$ cat src/f2dc_pkg.sv
// Shared definitions for the full 2D convolution block: command codes,
// register indexes, parameter defaults and the control structs between modules.
// No dependencies.
`timescale 1ns / 1ps

package f2dc_pkg;

	localparam int DEF_MAX_IMAGE_ROWS = 32;
	localparam int DEF_MAX_IMAGE_COLS = 32;
	localparam int DEF_MAX_KERNEL_DIM = 8;

	// Stages between a tap read and its product landing in the accumulator.
	localparam int PIPE_DEPTH = 2;

	localparam logic [1:0] CMD_WR_IMAGE  = 2'd0;
	localparam logic [1:0] CMD_WR_KERNEL = 2'd1;
	localparam logic [1:0] CMD_QUERY     = 2'd2;

	localparam logic [7:0] REG_IMAGE_ROWS  = 8'd0;
	localparam logic [7:0] REG_IMAGE_COLS  = 8'd1;
	localparam logic [7:0] REG_KERNEL_ROWS = 8'd2;
	localparam logic [7:0] REG_KERNEL_COLS = 8'd3;

	// One kernel tap on its way through the read and multiply stages.
	typedef struct packed {
		logic issue;
		logic tap_ok;
	} f2dc_tap_t;

	// Element write strobes for the two stores.
	typedef struct packed {
		logic img_we;
		logic ker_we;
	} f2dc_wr_t;

	// Sequencer status toward the top level.
	typedef struct packed {
		logic idle;
		logic finish;
		logic in_range;
	} f2dc_stat_t;

endpackage

$ cat src/f2dc_seq.sv
// Query sequencer: walks the kernel taps, forms the memory read addresses and
// waits for the multiply-accumulate pipeline to drain. Depends on f2dc_pkg.
`timescale 1ns / 1ps

module f2dc_seq
	import f2dc_pkg::*;
#(
	parameter int MAX_IMAGE_ROWS = DEF_MAX_IMAGE_ROWS,
	parameter int MAX_IMAGE_COLS = DEF_MAX_IMAGE_COLS,
	parameter int MAX_KERNEL_DIM = DEF_MAX_KERNEL_DIM,
	localparam int IMG_DEPTH = MAX_IMAGE_ROWS * MAX_IMAGE_COLS,
	localparam int KER_DEPTH = MAX_KERNEL_DIM * MAX_KERNEL_DIM,
	localparam int IAW = (IMG_DEPTH > 1) ? $clog2(IMG_DEPTH) : 1,
	localparam int KAW = (KER_DEPTH > 1) ? $clog2(KER_DEPTH) : 1
) (
	input  logic           clk,
	input  logic           arst_n,
	input  logic           start,
	input  logic [5:0]     row,
	input  logic [5:0]     col,
	input  logic [5:0]     image_rows,
	input  logic [5:0]     image_cols,
	input  logic [3:0]     kernel_rows,
	input  logic [3:0]     kernel_cols,
	input  logic           out_busy,
	output f2dc_tap_t      tap,
	output logic [IAW-1:0] img_raddr,
	output logic [KAW-1:0] ker_raddr,
	output f2dc_stat_t     stat
);

	typedef enum logic [3:0] {
		ST_IDLE  = 4'b0001,
		ST_RUN   = 4'b0010,
		ST_FLUSH = 4'b0100,
		ST_DONE  = 4'b1000
	} f2dc_state_t;

	f2dc_state_t state_q;
	logic [5:0]  row_q;
	logic [5:0]  col_q;
	logic [3:0]  kr_q;
	logic [3:0]  kc_q;
	logic [1:0]  flush_q;
	logic        in_range_q;

	logic       start_in_range;
	logic       last_tap;
	logic       row_ok;
	logic       col_ok;
	logic [5:0] img_r;
	logic [5:0] img_c;

	assign start_in_range =
		(7'(row) < 7'(image_rows) + 7'(kernel_rows) - 7'd1) &&
		(7'(col) < 7'(image_cols) + 7'(kernel_cols) - 7'd1);

	assign last_tap = (kc_q == kernel_cols - 4'd1) && (kr_q == kernel_rows - 4'd1);

	// A tap counts only where the shifted position falls inside the image.
	assign img_r  = row_q - 6'(kr_q);
	assign img_c  = col_q - 6'(kc_q);
	assign row_ok = (6'(kr_q) <= row_q) && (img_r < image_rows);
	assign col_ok = (6'(kc_q) <= col_q) && (img_c < image_cols);

	assign tap.issue  = (state_q == ST_RUN);
	assign tap.tap_ok = (state_q == ST_RUN) && row_ok && col_ok;
	assign img_raddr  = tap.tap_ok ? IAW'(int'(img_r) * MAX_IMAGE_COLS + int'(img_c)) : '0;
	assign ker_raddr  = tap.tap_ok ? KAW'(int'(kr_q) * MAX_KERNEL_DIM + int'(kc_q)) : '0;

	assign stat.idle     = (state_q == ST_IDLE);
	assign stat.finish   = (state_q == ST_DONE) && !out_busy;
	assign stat.in_range = in_range_q;

	always_ff @(posedge clk) begin
		if (start) begin
			row_q <= row;
			col_q <= col;
		end
	end

	always_ff @(posedge clk or negedge arst_n) begin
		if (!arst_n) begin
			state_q    <= ST_IDLE;
			kr_q       <= '0;
			kc_q       <= '0;
			flush_q    <= '0;
			in_range_q <= 1'b0;
		end else begin
			unique case (state_q)
				ST_IDLE: begin
					if (start) begin
						kr_q       <= '0;
						kc_q       <= '0;
						in_range_q <= start_in_range;
						state_q    <= start_in_range ? ST_RUN : ST_DONE;
					end
				end
				ST_RUN: begin
					if (last_tap) begin
						flush_q <= '0;
						state_q <= ST_FLUSH;
					end else if (kc_q == kernel_cols - 4'd1) begin
						kc_q <= '0;
						kr_q <= kr_q + 4'd1;
					end else begin
						kc_q <= kc_q + 4'd1;
					end
				end
				ST_FLUSH: begin
					if (flush_q == 2'(PIPE_DEPTH - 1)) begin
						state_q <= ST_DONE;
					end else begin
						flush_q <= flush_q + 2'd1;
					end
				end
				ST_DONE: begin
					if (!out_busy) begin
						state_q <= ST_IDLE;
					end
				end
				default: begin
					state_q <= ST_IDLE;
				end
			endcase
		end
	end

endmodule

$ cat config.mk
export PLATFORM = sky130hd
export DESIGN_NAME = f2dc_seq
export DESIGN_NICKNAME = d
export VERILOG_FILES = /design/src/f2dc_pkg.sv /design/src/f2dc_seq.sv
export SDC_FILE = /design/constraint.sdc
export NUM_CORES = 1
export LEC_CHECK = 0
export ABC_CLOCK_PERIOD_IN_PS = 8400
export BUFFER_PORTS_ARGS = -buffer_cell sky130_fd_sc_hd__buf_2
export CAP_MARGIN = 20
export CORE_AREA = 2 2 79 81
export CTS_CLUSTER_DIAMETER = 30
export DETAILED_ROUTE_END_ITERATION = 10
export DIE_AREA = 0 0 81 83
export GPL_ROUTABILITY_DRIVEN = 0
export PLACE_DENSITY = 0.82
export SYNTH_ARGS = -nofsm -noshare
export SYNTH_HDL_FRONTEND = slang
export SYNTH_SLANG_ARGS = --single-unit
$ cat constraint.sdc
create_clock -name clk -period 8.4 [get_ports clk]
set_input_delay 1.68 -clock clk [delete_from_list [all_inputs] [get_ports clk]]
set_output_delay 1.68 -clock clk [all_outputs]
set_load 0.02 [all_outputs]
Yosys cells after proc, flatten, opt, wreduce, memory -nomap -nowiden
Index checks and enable logic that the tools add are counted.

$add $sub $neg: 13. Order comparisons: 6. Eq/ne operators: 14. Mux-type cells: 18. Reductions and logical operators: 15.

Operators by type and width (count): two-way mux 4 bit (10); one-hot mux 4 bit (2 select lines) (2); one-hot mux 4 bit (4 select lines) (1); adder 6 x 4 -> 7 bit (2); less-than comparator 6 x 7 -> 1 bit (2); subtractor 7 x 1 -> 7 bit, second input constant (2); less-or-equal comparator 4 x 6 -> 1 bit (2); less-than comparator 6 bit (2); subtractor 6 x 4 -> 6 bit (2); adder 10 x 6 -> 10 bit (1); two-way mux 10 bit (1); != test 2 bit, second input constant (5); adder 4 x 1 -> 4 bit, second input constant (2); == test 4 bit (2); AND reduction 4 bit (2); subtractor 4 x 1 -> 4 bit, second input constant (2); logical AND 1 bit (7); adder 6 x 4 -> 6 bit (1); two-way mux 6 bit (1); AND reduction 3 bit (2); == test 4 x 1 -> 1 bit, second input constant (1); == test 4 x 2 -> 1 bit, second input constant (1); == test 4 x 3 -> 1 bit, second input constant (1); == test 4 bit, second input constant (1); 8 further kinds (11).

Register bits: 27. Input bits: 36. Output and inout bits: 21. Logic and storage cells: 73.

Logic depth before layout (Yosys ltp)
Word-level depth: 7. Gate-level depth with buffers: 17. Mapped depth without buffers: 17.

Worst setup path after synthesis
Ideal clock, no wire load.

Path kind: in2out. Start: input port image_rows[1]. End: output port img_raddr[7]. Arrival: 3300 ps. Data required time: 6720 ps. Path slack: 3420 ps. Cell stages on the path: 9. Buffers on the path: 1. Cell sequence: inv_1 -> ha_1 -> a21boi_0 -> o21a_1 -> o21ai_0 -> a21oi_1 -> or3_1 -> buf_6 -> nor3b_2.

Cells in the longest elaborated chain, start to end: 5.

RTL lines: start, declared (RTL line f2dc_seq.sv:21) `input logic [5:0] image_rows,`; less-than comparator 6 bit (RTL line f2dc_seq.sv:63) `assign row_ok = (6'(kr_q) <= row_q) && (img_r < image_rows);`; logical AND 1 bit (RTL line f2dc_seq.sv:63); logical AND 1 bit (2 in a row) (RTL line f2dc_seq.sv:67) `assign tap.tap_ok = (state_q == ST_RUN) && row_ok && col_ok;`; two-way mux 10 bit (RTL line f2dc_seq.sv:68) `assign img_raddr = tap.tap_ok ? IAW'(int'(img_r) * MAX_IMAGE_COLS + int'(img_c)) : '0;`; end, declared (RTL line f2dc_seq.sv:27) `output logic [IAW-1:0] img_raddr,`.

No other way between the ends.

Worst setup path after layout
Start: input port image_rows[1]. End: output port img_raddr[5].

Same word-level chain as after synthesis.

==> flow_metrics.tcl <==
set metrics [dict create \
    slowest_stage "or3_1" \
    period_needed_ps 5370 \
    initialDrtViolationCount 138 \
    synth.avg_cell_area_um2 8.81 \
    drc_errors 0 \
    cts_made_buffers 3 \
    ys_top_cells_by_area "ha_1 23%, edfxtp_1 12%, dfrtp_1 12%, inv_1 7.1%, xor2_1 5.9%" \
    grt_max_degree 17 \
    tightest_slew_ps 764 \
    io_pins 57 \
    route.layer.met1.wl_um 2850 \
    finalCritPeriodShare 0.639 \
    worstSetupEndpointType "output pin" \
    fin_worst_skew_ps 5.43 \
    syn_nets 433 \
    die_y_um 83 \
    viasPerCell 5.45 \
    ys_seq_area_frac 0.247 \
    cp_num_buf_inv 4 \
    firstDrtPassIters 4 \
    cts_tree "done" \
    async_flop_share 0.556 \
    post_cts_resize_count 0 \
    vias 2554 \
    postCtsSetupBuffers 0 \
    clk_latency_ps 280 \
    track_usage 0.205 \
    cpMostUsedCell "buf_2" \
    overflow 0 \
    yosysWarnings 0 \
    core.rowCount 28 \
    synth_top_flop_cell "dfrtp_1" \
    drive_gt1_frac 0.173 \
    synth_edf_count 12 \
    clk_pin_slew_ps 100 \
    highest_layer "met4" \
    htreeDepth 1 \
    worstSetupPathType "in -> out" \
    crit_path_max_incr_delay_ps 540 \
    slew_headroom 0.488 \
    min_path_type "reg -> reg" \
    peakVddDrop_mv 0.140 \
    synth_top_area_frac 0.231 \
    synth_top_cell_by_area "ha_1" \
    routed-wl-met3_um 203 \
    leakage_nw 1.74 \
    cp-start-kind "input port" \
    power.density_nw_per_um2 174 \
    routed_wl_um 6620 \
    yosysUniqueCellTypes 45 \
    cts.sinks 27 \
    reg2reg_setup_slack_ps 6370 \
    layout.cells.non_filler 469 \
    crit_family "simple AND/OR/NAND/NOR gates" \
    dieArea_um2 6720 \
    postCtsHoldBufs 0 \
    antenna_found_initial 0 \
    placed_cells 465 \
    finalSetupViolCount 0 \
    ys_ff_latch 27 \
    fp.dieW_um 81 \
    io_buffers 56 \
    clock_path_buffers 2 \
    cp_max_fo 10 \
    start_util 0.512 \
    status "finished clean" \
    ctsRootBufferMaster "clkbuf_8" \
    fmaxAchievable_mhz 186 \
    core_um2 5820 \
    layout.nets 490 \
    grt_pass1_wl_um 11000 \
    routedWlPerCell_um 14.1 \
    rsz0062_at_grt "no" \
    wl_met2_um 3430 \
    num_antenna_cells 0 \
    cp_data_required_time_ps 6720 \
    postRouteAntennaNets 0 \
    hold_violations 0 \
    netlist_instances 338 \
    cp.arrival_ps 3690 \
    report.final.slew_viol_count 0 \
    maxCapViolCount 0 \
    setup_tns_ps 0 \
    place_hpwl_um 5580 \
    path_cells "buf_2 -> inv_1 -> ha_1 -> a21boi_0 -> o21a_1 -> o21ai_0 -> a21oi_1 -> or3_1 -> inv_6 -> and2_1 -> buf_2" \
    synthesis.area_um2 2980 \
    area_growth_pct 13.0 \
    first_global_vias 2593 \
]
==> where the power goes <==
| group | switching [mW] | internal [mW] | total [mW] | leakage (nW) |
|---|---|---|---|---|
| Clock | 0.0437 | 0.0337 | 0.0774 | 0.0217 |
| Sequential | 0.0303 | 0.166 | 0.196 | 0.316 |
| Combinational | 0.178 | 0.134 | 0.312 | 1.40 |
| Total | 0.252 | 0.333 | 0.585 | 1.74 |
==> synth_stat cells (all sizes together) (3+ instances only) <==
master and instances:
edfxtp 12, nand2 16, nand4 4, a21o 10, xnor2 8, nand3 5, nor2b 4, ha 55
a31oi 3, o21a 6, mux2i 3, nor2 22, fa 4, nand3b 3, inv 57, nor3b 5
a21boi 4, and2 10, a211oi 6, o21ai 19, xor2 20, a21oi 19, dfrtp 14, buf 4
nor3 10
==> cells by family (layout without fill, tap and decap cells) <==
family                     Yosys count  in the layout  synth area share
and+or+nand+nor                     84             84             0.150
AOI/OAI and AO/OA                   76             76             0.167
buffers and inverters               61            117            0.0853
adders and majority gates           59             59             0.258
xor gates and xnor gates            28             28            0.0823
DFF                                 27             27             0.247
muxes                                3              3            0.0101
==> cell type report <==
class	instances	area, µm²
fillers	524	2450
multi-input cells	250	1990
flip-flops and latches	27	737
repair buffers	56	280
inverters	57	219
well taps	75	93.8
clock buffers	3	41.3
clock inverters	1	7.51
==> path summary, 6_finish.rpt <==
| check | from | to | cells after the start |
|---|---|---|---|
| setup / recovery | image_rows[1] | img_raddr[5] | 11 |
| hold / removal | in_range_q$_DFFE_PN0P_ | in_range_q$_DFFE_PN0P_ | 2 |
| setup reg to reg | state_q[0]$_DFFE_PN1P_ | kr_q[3]$_DFFE_PN0P_ | 5 |
| hold reg to reg | in_range_q$_DFFE_PN0P_ | in_range_q$_DFFE_PN0P_ | 2 |
| max in group asynchronous | arst_n | state_q[0]$_DFFE_PN1P_ | 1 |
| min in group asynchronous | arst_n | state_q[3]$_DFFE_PN0P_ | 1 |
==> placed cells by master, fill, tap and decap left out, types with 5 or more instances in the layout <==
cell	instances
a21oi_1	19
inv_1	56
dfrtp_1	14
and2_1	10
nand2_1	16
nor2_1	22
nor3_1	9
o21ai_0	18
buf_2	56
xor2_1	20
o21a_1	6
a21o_1	10
a211oi_1	6
xnor2_1	8
nand3_1	5
edfxtp_1	12
ha_1	55
==> worst reg2reg max path: cells and delay by family, from the launching register on <==
kind / cells / cell delay, ps
flops: 1 / 570
mux: 1 / 220
simple gates: 3 / 930
compound gates: 1 / 240
==> sequential cells by signal, indices dropped and copies added (netlist names) <==
signal and flops:
col_q 6, state_q 4, row_q 6, in_range_q 1
flush_q 2, kc_q 4, kr_q 4
==> metal layers <==
metal  up-vias  global-route usage
met5         -                   0
met4         0              0.0616
met3        15              0.0239
met2        53               0.375
met1      1201               0.244
li1       1285                   -
==> through the flow <==
step	instance area [µm²]	hold WS (ps)	setup slack, ps	power [mW]	utilization
6_report	3370	492	3030	0.585	0.579
5_1_grt	3370	526	2820	0.636	0.579
4_1_cts	3370	508	3020	0.588	0.579
3_5_place_dp	3320	486	3020	0.508	0.571
3_3_place_gp	3320	458	3120	0.492	0.571
2_1_floorplan	2980	451	3420	0.427	-
(Power assumes the default switching activity.)
