$ cat src/f2dc_pkg.sv
// Shared definitions for the full 2D convolution block: command codes,
// register indexes, parameter defaults and the control structs between modules.
// No dependencies.
`timescale 1ns / 1ps

package f2dc_pkg;

	localparam int DEF_MAX_IMAGE_ROWS = 32;
	localparam int DEF_MAX_IMAGE_COLS = 32;
	localparam int DEF_MAX_KERNEL_DIM = 8;

	// Stages between a tap read and its product landing in the accumulator.
	localparam int PIPE_DEPTH = 2;

	localparam logic [1:0] CMD_WR_IMAGE  = 2'd0;
	localparam logic [1:0] CMD_WR_KERNEL = 2'd1;
	localparam logic [1:0] CMD_QUERY     = 2'd2;

	localparam logic [7:0] REG_IMAGE_ROWS  = 8'd0;
	localparam logic [7:0] REG_IMAGE_COLS  = 8'd1;
	localparam logic [7:0] REG_KERNEL_ROWS = 8'd2;
	localparam logic [7:0] REG_KERNEL_COLS = 8'd3;

	// One kernel tap on its way through the read and multiply stages.
	typedef struct packed {
		logic issue;
		logic tap_ok;
	} f2dc_tap_t;

	// Element write strobes for the two stores.
	typedef struct packed {
		logic img_we;
		logic ker_we;
	} f2dc_wr_t;

	// Sequencer status toward the top level.
	typedef struct packed {
		logic idle;
		logic finish;
		logic in_range;
	} f2dc_stat_t;

endpackage

$ cat src/f2dc_mac.sv
// Shared multiply-accumulate unit: one registered 16x16 product, then a 40-bit accumulate.
// Depends on f2dc_pkg.
`timescale 1ns / 1ps

module f2dc_mac
	import f2dc_pkg::*;
(
	input  logic               clk,
	input  logic               arst_n,
	input  logic               clear,
	input  f2dc_tap_t          tap_s1,
	input  logic signed [15:0] img_data_s1,
	input  logic signed [15:0] ker_data_s1,
	output logic signed [39:0] acc_q
);

	logic signed [31:0] prod_s2;
	logic               live_s2;

	always_ff @(posedge clk) begin
		prod_s2 <= tap_s1.tap_ok ? img_data_s1 * ker_data_s1 : 32'sd0;
	end

	always_ff @(posedge clk or negedge arst_n) begin
		if (!arst_n) begin
			live_s2 <= 1'b0;
			acc_q   <= '0;
		end else begin
			live_s2 <= tap_s1.issue;
			if (clear) begin
				acc_q <= '0;
			end else if (live_s2) begin
				acc_q <= acc_q + {{8{prod_s2[31]}}, prod_s2};
			end
		end
	end

endmodule

$ cat config.mk
export PLATFORM = sky130hd
export DESIGN_NAME = f2dc_mac
export DESIGN_NICKNAME = d
export VERILOG_FILES = /design/src/f2dc_pkg.sv /design/src/f2dc_mac.sv
export SDC_FILE = /design/constraint.sdc
export NUM_CORES = 1
export LEC_CHECK = 0
export BUFFER_PORTS_ARGS = -buffer_cell sky130_fd_sc_hd__buf_2
export CELL_PAD_IN_SITES_DETAIL_PLACEMENT = 1
export CELL_PAD_IN_SITES_GLOBAL_PLACEMENT = 1
export CORE_ASPECT_RATIO = 1.4
export CORE_MARGIN = 10
export CORE_UTILIZATION = 45
export CTS_BUF_LIST = sky130_fd_sc_hd__clkbuf_16
export DETAILED_ROUTE_END_ITERATION = 8
export GPL_ROUTABILITY_DRIVEN = 1
export PLACE_DENSITY_LB_ADDON = 0.1
export REMOVE_ABC_BUFFERS = 1
export SLEW_MARGIN = 30
export SYNTH_ARGS = -nofsm -noshare
export SYNTH_HDL_FRONTEND = slang
export SYNTH_SLANG_ARGS = --single-unit
$ cat constraint.sdc
create_clock -name clk -period 3.69 [get_ports clk]
set_clock_uncertainty 0.1 [all_clocks]
set_input_delay 0.1845 -clock clk [delete_from_list [all_inputs] [get_ports clk]]
set_output_delay 0.1845 -clock clk [all_outputs]
set_load 0.1 [all_outputs]
# --- After elaboration in Yosys (flattened, before gate mapping) ---
# Cells that the tools add are included.
totals:
  reg_bits: 73
  input_bits: 37
  output_inout_bits: 40
classes:
  add_sub_neg: 1
  n_mul: 1
  n_mux: 2
  n_reduce_logical: 1
op_table:
  columns: ["operator", "n"]
  rows:
  - ["2-to-1 mux 40 bit", 2]
  - ["adder 40 bit", 1]
  - ["multiplier 16 x 16 -> 32 bit", 1]
  - ["nonzero test 2 bit", 1]

# --- Depth between registers and ports, before layout ---
# Gate-level depths: netlist of run 1.
depth:
  depth_word: 3
  ltp_mapped: 24
  ltp_nobuf: 22

# --- Least setup slack after synthesis of run 1 ---
# Ideal clock, no wire load.
synth_path:
  path_kind: "in2reg"
  start: "input port ker_data_s1[7]"
  end: "register prod_s2[28]"
  arrival_ns: 5.701
  t_required_ns: 3.475
  setup_slack_ns: -2.225
  cell_stages: 24
  n_path_buf: 2
  path_cell_list: "clkbuf_1 -> nand2_1 -> fa_1 -> inv_1 -> fa_1 -> inv_1 -> fa_1 -> inv_1 -> fa_1 -> fa_1 -> inv_1 -> fa_1 -> inv_1 -> ha_1 -> clkbuf_1 -> a21o_1 -> a21o_1 -> a21oi_1 -> o32a_1 -> o21ai_1 -> o41ai_1 -> o21ai_1 -> xor2_1 -> and2_1"
synth_via:
  elab_chain_len: 1
synth_lines:
  columns: ["element", "line_no", "rtl"]
  rows:
  - ["start, declared", "f2dc_mac.sv:13", "input logic signed [15:0] ker_data_s1,"]
  - ["multiplier 16 x 16 -> 32 bit", "f2dc_mac.sv:21", "prod_s2 <= tap_s1.tap_ok ? img_data_s1 * ker_data_s1 : 32'sd0;"]
  - ["end signal, assigned", "f2dc_mac.sv:21", null]
  - ["end, declared", "f2dc_mac.sv:17", "logic signed [31:0] prod_s2;"]
# No other way between the ends.
# A chain may end at the register's enable or synchronous reset.

# --- Final worst setup path of run 1 ---
layout_path:
  start: "input port img_data_s1[5]"
  end: "register prod_s2[21]"
layout_via:
  elab_chain_len: 1
layout_lines:
  columns: ["element", "line_no", "rtl"]
  rows:
  - ["start, declared", "f2dc_mac.sv:12", "input logic signed [15:0] img_data_s1,"]
  - ["multiplier 16 x 16 -> 32 bit", "f2dc_mac.sv:21", null]
# No other way between the ends.

==> flow_summary_export.csv, run 1 <==
group,metric,value,unit
yosys,yosysSeqAreaShare,0.117,
yosys,ys_async_sr_fraction,0.562,
timing,rsz0062_at_grt,"yes",
grt,met1_usage,0.245,
finish,layout.nets,2228,
status,status,"complete, but fails checks",
grt,use_met2,0.460,
clock_tree,htree_num_levels,3,
place,dp_hpwl,37500,um
finish,drive_gt1_frac,0.247,
grt,grtUsageTotal,0.236,
worst_setup_path,required,3850,ps
timing,fmax,181,MHz
floorplan,initial_core_util,0.453,
timing,setup_ws,-1830,ps
routing,drtAntennaViolNets,0,
finish,area_growth,26.8,%
worst_hold_path,hp-class,"in -> reg",
yosys,synth_most_common_cell,"inv_1",
clock_tree,clk_pin_slew_worst_paths,60,ps
timing,setup_viol,25,
worst_setup_path,end_kind,"flop",
grt,use_met3,0.0270,
routing,drtPass1Iterations,7,
grt,antenna_found_initial,0,
yosys,syn_inst,1551,
routing,drcViolationCount,0,
yosys,syn_area_per_cell,9.18,sq um
yosys,syn_area,0.0142,sq mm
finish,antenna_cells,0,
yosys,yosys.area.top_type,"fa_1",
floorplan,die_w,170,um
floorplan,dieArea,0.0392,sq mm
timing,drv_slew,0,
finish,fin_cells,2207,
clock_tree,cts_root_buf,"clkbuf_16",
yosys,synth_flop_cell,"dfrtp_1",
place,routabilityCongestion,0.891,
place,dp_cells,2162,
worst_setup_path,cp_max_fo,4,
worst_setup_path,cp.arrival,5680,ps
timing,finalHoldViolCount,0,
yosys,ys_ff_latch,73,
routing,wl,45800,um
routing,wl_per_cell,20.7,um
yosys,synthTopCellsByCount,"inv_1 (293), fa_1 (263), nand2_1 (159)",
timing,worstMarginPinSlew,865,ps
grt,globalRouteOverflowTotal,0,
yosys,synth.distinct_cells,71,
clock_tree,cts_inserted_buffers,9,
place,io_buffers,76,
clock_tree,clock_latency,360,ps
grt,grt_pass1_wl,73200,um
floorplan,ioPinCount,77,
grt,grt_start_max_net_pins,48,
job,drv_cap,0,
clock_tree,numClockSinks,73,
routing,vias,11700,
timing,period_needed,5520,ps
grt,grt_pass1_vias,13900,
yosys,synth_top_area_share,0.370,
worst_setup_path,worstSetupPathType,"in -> reg",
yosys,yosys_warnings,0,
timing,finalCritPeriodShare,1.50,
routing,viasPerCell,5.31,
routing,drtIter0Drc,529,
status,failed_checks,"setup timing",
worst_setup_path,critPathLaunchType,"input pin",
yosys,synthTopCellsByArea,"fa_1 (37%), ha_1 (11%), inv_1 (7.7%)",
timing,hold_ws,237,ps
floorplan,core_area,0.0314,sq mm
timing,slew_headroom,0.422,
floorplan,fp-row-count,77,
floorplan,die_y,230,um
clock_tree,cts_buffer_depth,2,
clock_tree,tritoncts,"built",
finish,nFillCells,3566,
grt,top_usage_layer,"met2",
yosys,synth_edf_count,0,
==> logic make-up after synthesis <==
| logic type | count (synthesis) | synth area share |
|---|---|---|
| buffers and inverters | 344 | 0.0908 |
| multiplexers | 30 | 0.0212 |
| AND/OR/NAND/NOR | 464 | 0.163 |
| flip-flops | 73 | 0.117 |
| adder cells (fa/ha/maj) | 384 | 0.476 |
| XOR/XNOR | 61 | 0.0375 |
| AO/OA/AOI/OAI | 195 | 0.0943 |
==> state kept, by name, indices dropped and copies added, names as in the netlist <==
name / flops
prod_s2: 32
live_s2: 1
acc_q: 40
==> layout make-up <==
cell class	instances	area (sq um)	area share
repair buffers	296	2470	0.137
flip-flops and latches	73	1670	0.0924
multi-input cells	1134	12000	0.665
clock inverters	6	61.3	0.00340
well taps	395	494	0.0274
inverters	293	1100	0.0611
clock buffers	10	250	0.0139
==> path summary, 6_finish.rpt <==
| check | slack [ps] | end | cells after the start | startpoint |
|---|---|---|---|---|
| max | -1830 | prod_s2[21] | 22 | img_data_s1[5] |
| min reg2reg | 450 | acc_q[33] | 1 | acc_q[33] |
| max reg2reg | 280 | acc_q[39] | 10 | acc_q[8] |
| min in group asynchronous | 340 | acc_q[4] | 3 | arst_n |
| max in group asynchronous | 2710 | live_s2 | 3 | arst_n |
| min | 240 | prod_s2[0] | 3 | img_data_s1[0] |
==> cells in the final DEF (no fill, tap or decap), types with 9 or more instances in the layout <==
cell type,Yosys,routed
nand3_1,17,16
and2_4,0,16
nor3_1,9,9
ha_1,121,98
a21oi_1,54,42
buf_4,0,176
buf_12,0,12
mux2i_1,29,28
dfrtp_1,41,40
fa_1,263,251
nand2b_1,10,9
xor2_1,16,16
clkbuf_16,0,10
o21ai_0,31,21
a21o_1,23,23
a21oi_2,2,12
dfxtp_1,32,32
buf_6,0,44
buf_2,1,52
fa_2,0,12
xnor2_1,45,44
nor2_1,78,73
nand2_1,159,149
inv_2,0,14
ha_4,0,19
inv_1,293,278
and2_1,150,134
==> layer usage <==
layer	wire [um]	share of wire	vias up
li1	-	-	5360
met1	16900	0.37	6027
met2	25500	0.56	222
met3	1200	0.026	101
met4	2100	0.046	0
met5	0	0	-
==> worst max-delay path, stage by stage <==
cell and delay (ps):
buf_12 110, buf_4 130, and2_4 150, fa_1 490, inv_2 40, fa_1 550
fa_1 420, fa_1 500, inv_2 40, fa_1 550, fa_2 470, ha_4 270
buf_6 110, a21o_1 200, a21oi_4 220, o22ai_4 110, buf_6 120, o31ai_4 250
a21oi_2 100, buf_4 140, or3_1 330, and3_1 160
==> stage by stage <==
step           setup WS, ps  setup TNS, ps  utilization  area [sq um]
2_1_floorplan         -1940         -32250            -         14000
3_3_place_gp          -2400         -48980        0.523         16400
3_5_place_dp          -2550         -50880        0.523         16400
4_1_cts               -1800         -34280        0.565         17700
5_1_grt               -1990         -38700        0.575         18100
6_report              -1830         -35850        0.575         18100
==> timing repair <==
| action | 4_1_cts | 5_1_grt |
|---|---|---|
| endpoints found under the setup margin | 25 | 26 |
| hold endpoints to repair | 42 | 0 |
| resized for setup | 203 | 66 |
| buffers inserted | 23 | 14 |
| pin swaps | 101 | 51 |
| hold buffers | 2 | 0 |
Power of run 1 is left out: the tool's default activity adds up to more than one toggle a clock period on the data nets, which glitch-free logic cannot reach.
==> run 2, diff against run 1 <==
--- a/config.mk
+++ b/config.mk
@@ -10,7 +10,7 @@
 export CELL_PAD_IN_SITES_GLOBAL_PLACEMENT = 1
 export CORE_ASPECT_RATIO = 1.4
 export CORE_MARGIN = 10
-export CORE_UTILIZATION = 45
+export CORE_UTILIZATION = 50
 export CTS_BUF_LIST = sky130_fd_sc_hd__clkbuf_16
 export DETAILED_ROUTE_END_ITERATION = 8
 export GPL_ROUTABILITY_DRIVEN = 1
==> flow_summary_export.csv, run 2 (synthesis gave the netlist of run 1 again) <==
group,metric,value,unit
status,status,"complete, but fails checks",
status,failed_checks,"setup timing",
floorplan,ioPinCount,77,
timing,slew_headroom,0.413,
place,dp_cells,2138,
clock_tree,htree_num_levels,3,
finish,largest_reg_flops,40,
clock_tree,clock_latency,360,ps
worst_setup_path,r2r_slack,220,ps
routing,viasPerCell,5.82,
worst_setup_path,cp_max_fo,9,
timing,hold_ws,103,ps
routing,drtAntennaViolNets,0,
clock_tree,cts_buffer_depth,2,
grt,grtUsageTotal,0.289,
finish,area_growth,29.4,%
worst_setup_path,critPathLaunchType,"input pin",
timing,period_needed,5750,ps
worst_setup_path,crit_chain,"buf_12 > buf_8 > buf_4 > nand2_1 > fa_1 > inv_1 > fa_1 > fa_1 > fa_1 > fa_1 > inv_1 > fa_1 > inv_1 > ha_4 > nand4_1 > buf_4 > nor2_4 > nand2_1 > o32a_1 > o21ai_4 > o41ai_4 > buf_4 > xnor2_1 > and2_4",
grt,antenna_found_initial,2,
finish,regMostFlops,"acc_q",
routing,wl,56000,um
place,dp_hpwl,37800,um
timing,finalHoldViolCount,0,
routing,drcViolationCount,0,
clock_tree,cts_root_buf,"clkbuf_16",
worst_setup_path,cp_slowest_stage_delay,600,ps
job,drv_cap,0,
routing,wl_per_cell,25.5,um
clock_tree,clk_pin_slew_worst_paths,70,ps
worst_setup_path,cp.arrival,5950,ps
worst_setup_path,required,3880,ps
clock_tree,cts_inserted_buffers,9,
floorplan,fp-row-count,73,
clock_tree,tritoncts,"built",
worst_setup_path,end_kind,"flop",
routing,vias,12800,
floorplan,initial_core_util,0.504,
floorplan,dieArea,0.0357,sq mm
finish,final_cell_mix,"inv_1 (258), fa_1 (246), buf_4 (180), nand2_1 (140), and2_1 (118)",
worst_setup_path,slowest_stage,"fa_1",
finish,reg_top3,"acc_q: 40 flops, prod_s2: 32 flops, live_s2: 1 flops",
grt,globalRouteOverflowTotal,0,
timing,rsz0062_at_grt,"yes",
place,routabilityCongestion,0.909,
timing,setup_ws,-2060,ps
timing,drv_slew,0,
grt,grt_start_max_net_pins,48,
finish,drive_gt1_frac,0.282,
timing,finalCritPeriodShare,1.56,
worst_hold_path,hp-class,"in -> async",
floorplan,die_w,163,um
place,io_buffers,76,
finish,final_common_cell,"inv_1",
grt,grt_pass1_vias,14700,
worst_setup_path,cpMostUsedCell,"fa_1",
routing,drtPass1Iterations,5,
grt,grt_pass1_wl,80200,um
timing,setup_viol,25,
finish,fin_cells,2198,
timing,worstMarginPinSlew,879,ps
timing,fmax,174,MHz
floorplan,die_y,220,um
worst_setup_path,worstSetupPathType,"in -> reg",
floorplan,core_area,0.0282,sq mm
clock_tree,numClockSinks,73,
routing,drtIter0Drc,631,
finish,layout.nets,2238,
[run 2: worst paths after layout]
check / from / endpoint / depth (start not counted)
setup / recovery: img_data_s1[7] / prod_s2[26] / 24
hold / removal: arst_n / acc_q[2] / 2
setup reg to reg: acc_q[20] / acc_q[39] / 10
hold reg to reg: acc_q[31] / acc_q[31] / 1
max in group asynchronous: arst_n / live_s2 / 3
min in group clk: img_data_s1[0] / prod_s2[0] / 3
[run 2: metrics by stage]
step	setup slack, ps	utilization	area, sq um	setup TNS, ps
floorplan	-1940	-	14000	-32250
global placement	-2460	0.581	16400	-48900
detailed placement	-2600	0.581	16400	-51110
CTS	-1770	0.629	17800	-32660
global route	-2200	0.653	18400	-41420
finish	-2060	0.653	18400	-39030
[run 2: metal layers]
layer	global-route usage	part of all wire	up-vias
li1	-	-	5388
met1	0.277	0.33	6490
met2	0.557	0.53	605
met3	0.0472	0.053	312
met4	0.180	0.084	0
met5	0	0	-
[run 2: area by class of cell]
type | instances | area, sq um
antenna | 1 | 2.50
sequential | 73 | 1670
clock inverter | 4 | 21.3
tap | 375 | 469
fill | 3127 | 9800
timing repair buffer | 306 | 2740
inverter | 293 | 1100
clock buffer | 12 | 300
multi-input combinational | 1134 | 12100
[run 2: critical path, delay by kind of cell]
| kind | cells | cell delay (ps) |
|---|---|---|
| AOI/OAI and AO/OA | 3 | 710 |
| buffers and inverters | 8 | 970 |
| adders and majority gates | 7 | 3390 |
| and+or+nand+nor | 5 | 540 |
| xor gates and xnor gates | 1 | 130 |
[run 2: timing repair]
| item | CTS | global route |
|---|---|---|
| pin swaps | 87 | 98 |
| setup endpoints to repair | 25 | 28 |
| gates resized for setup | 186 | 156 |
| endpoints found under the hold margin | 42 | 0 |
| hold buffers | 2 | 0 |
| cloned | 3 | 2 |
| setup buffers | 24 | 16 |
Power of run 2 is left out for the same reason.
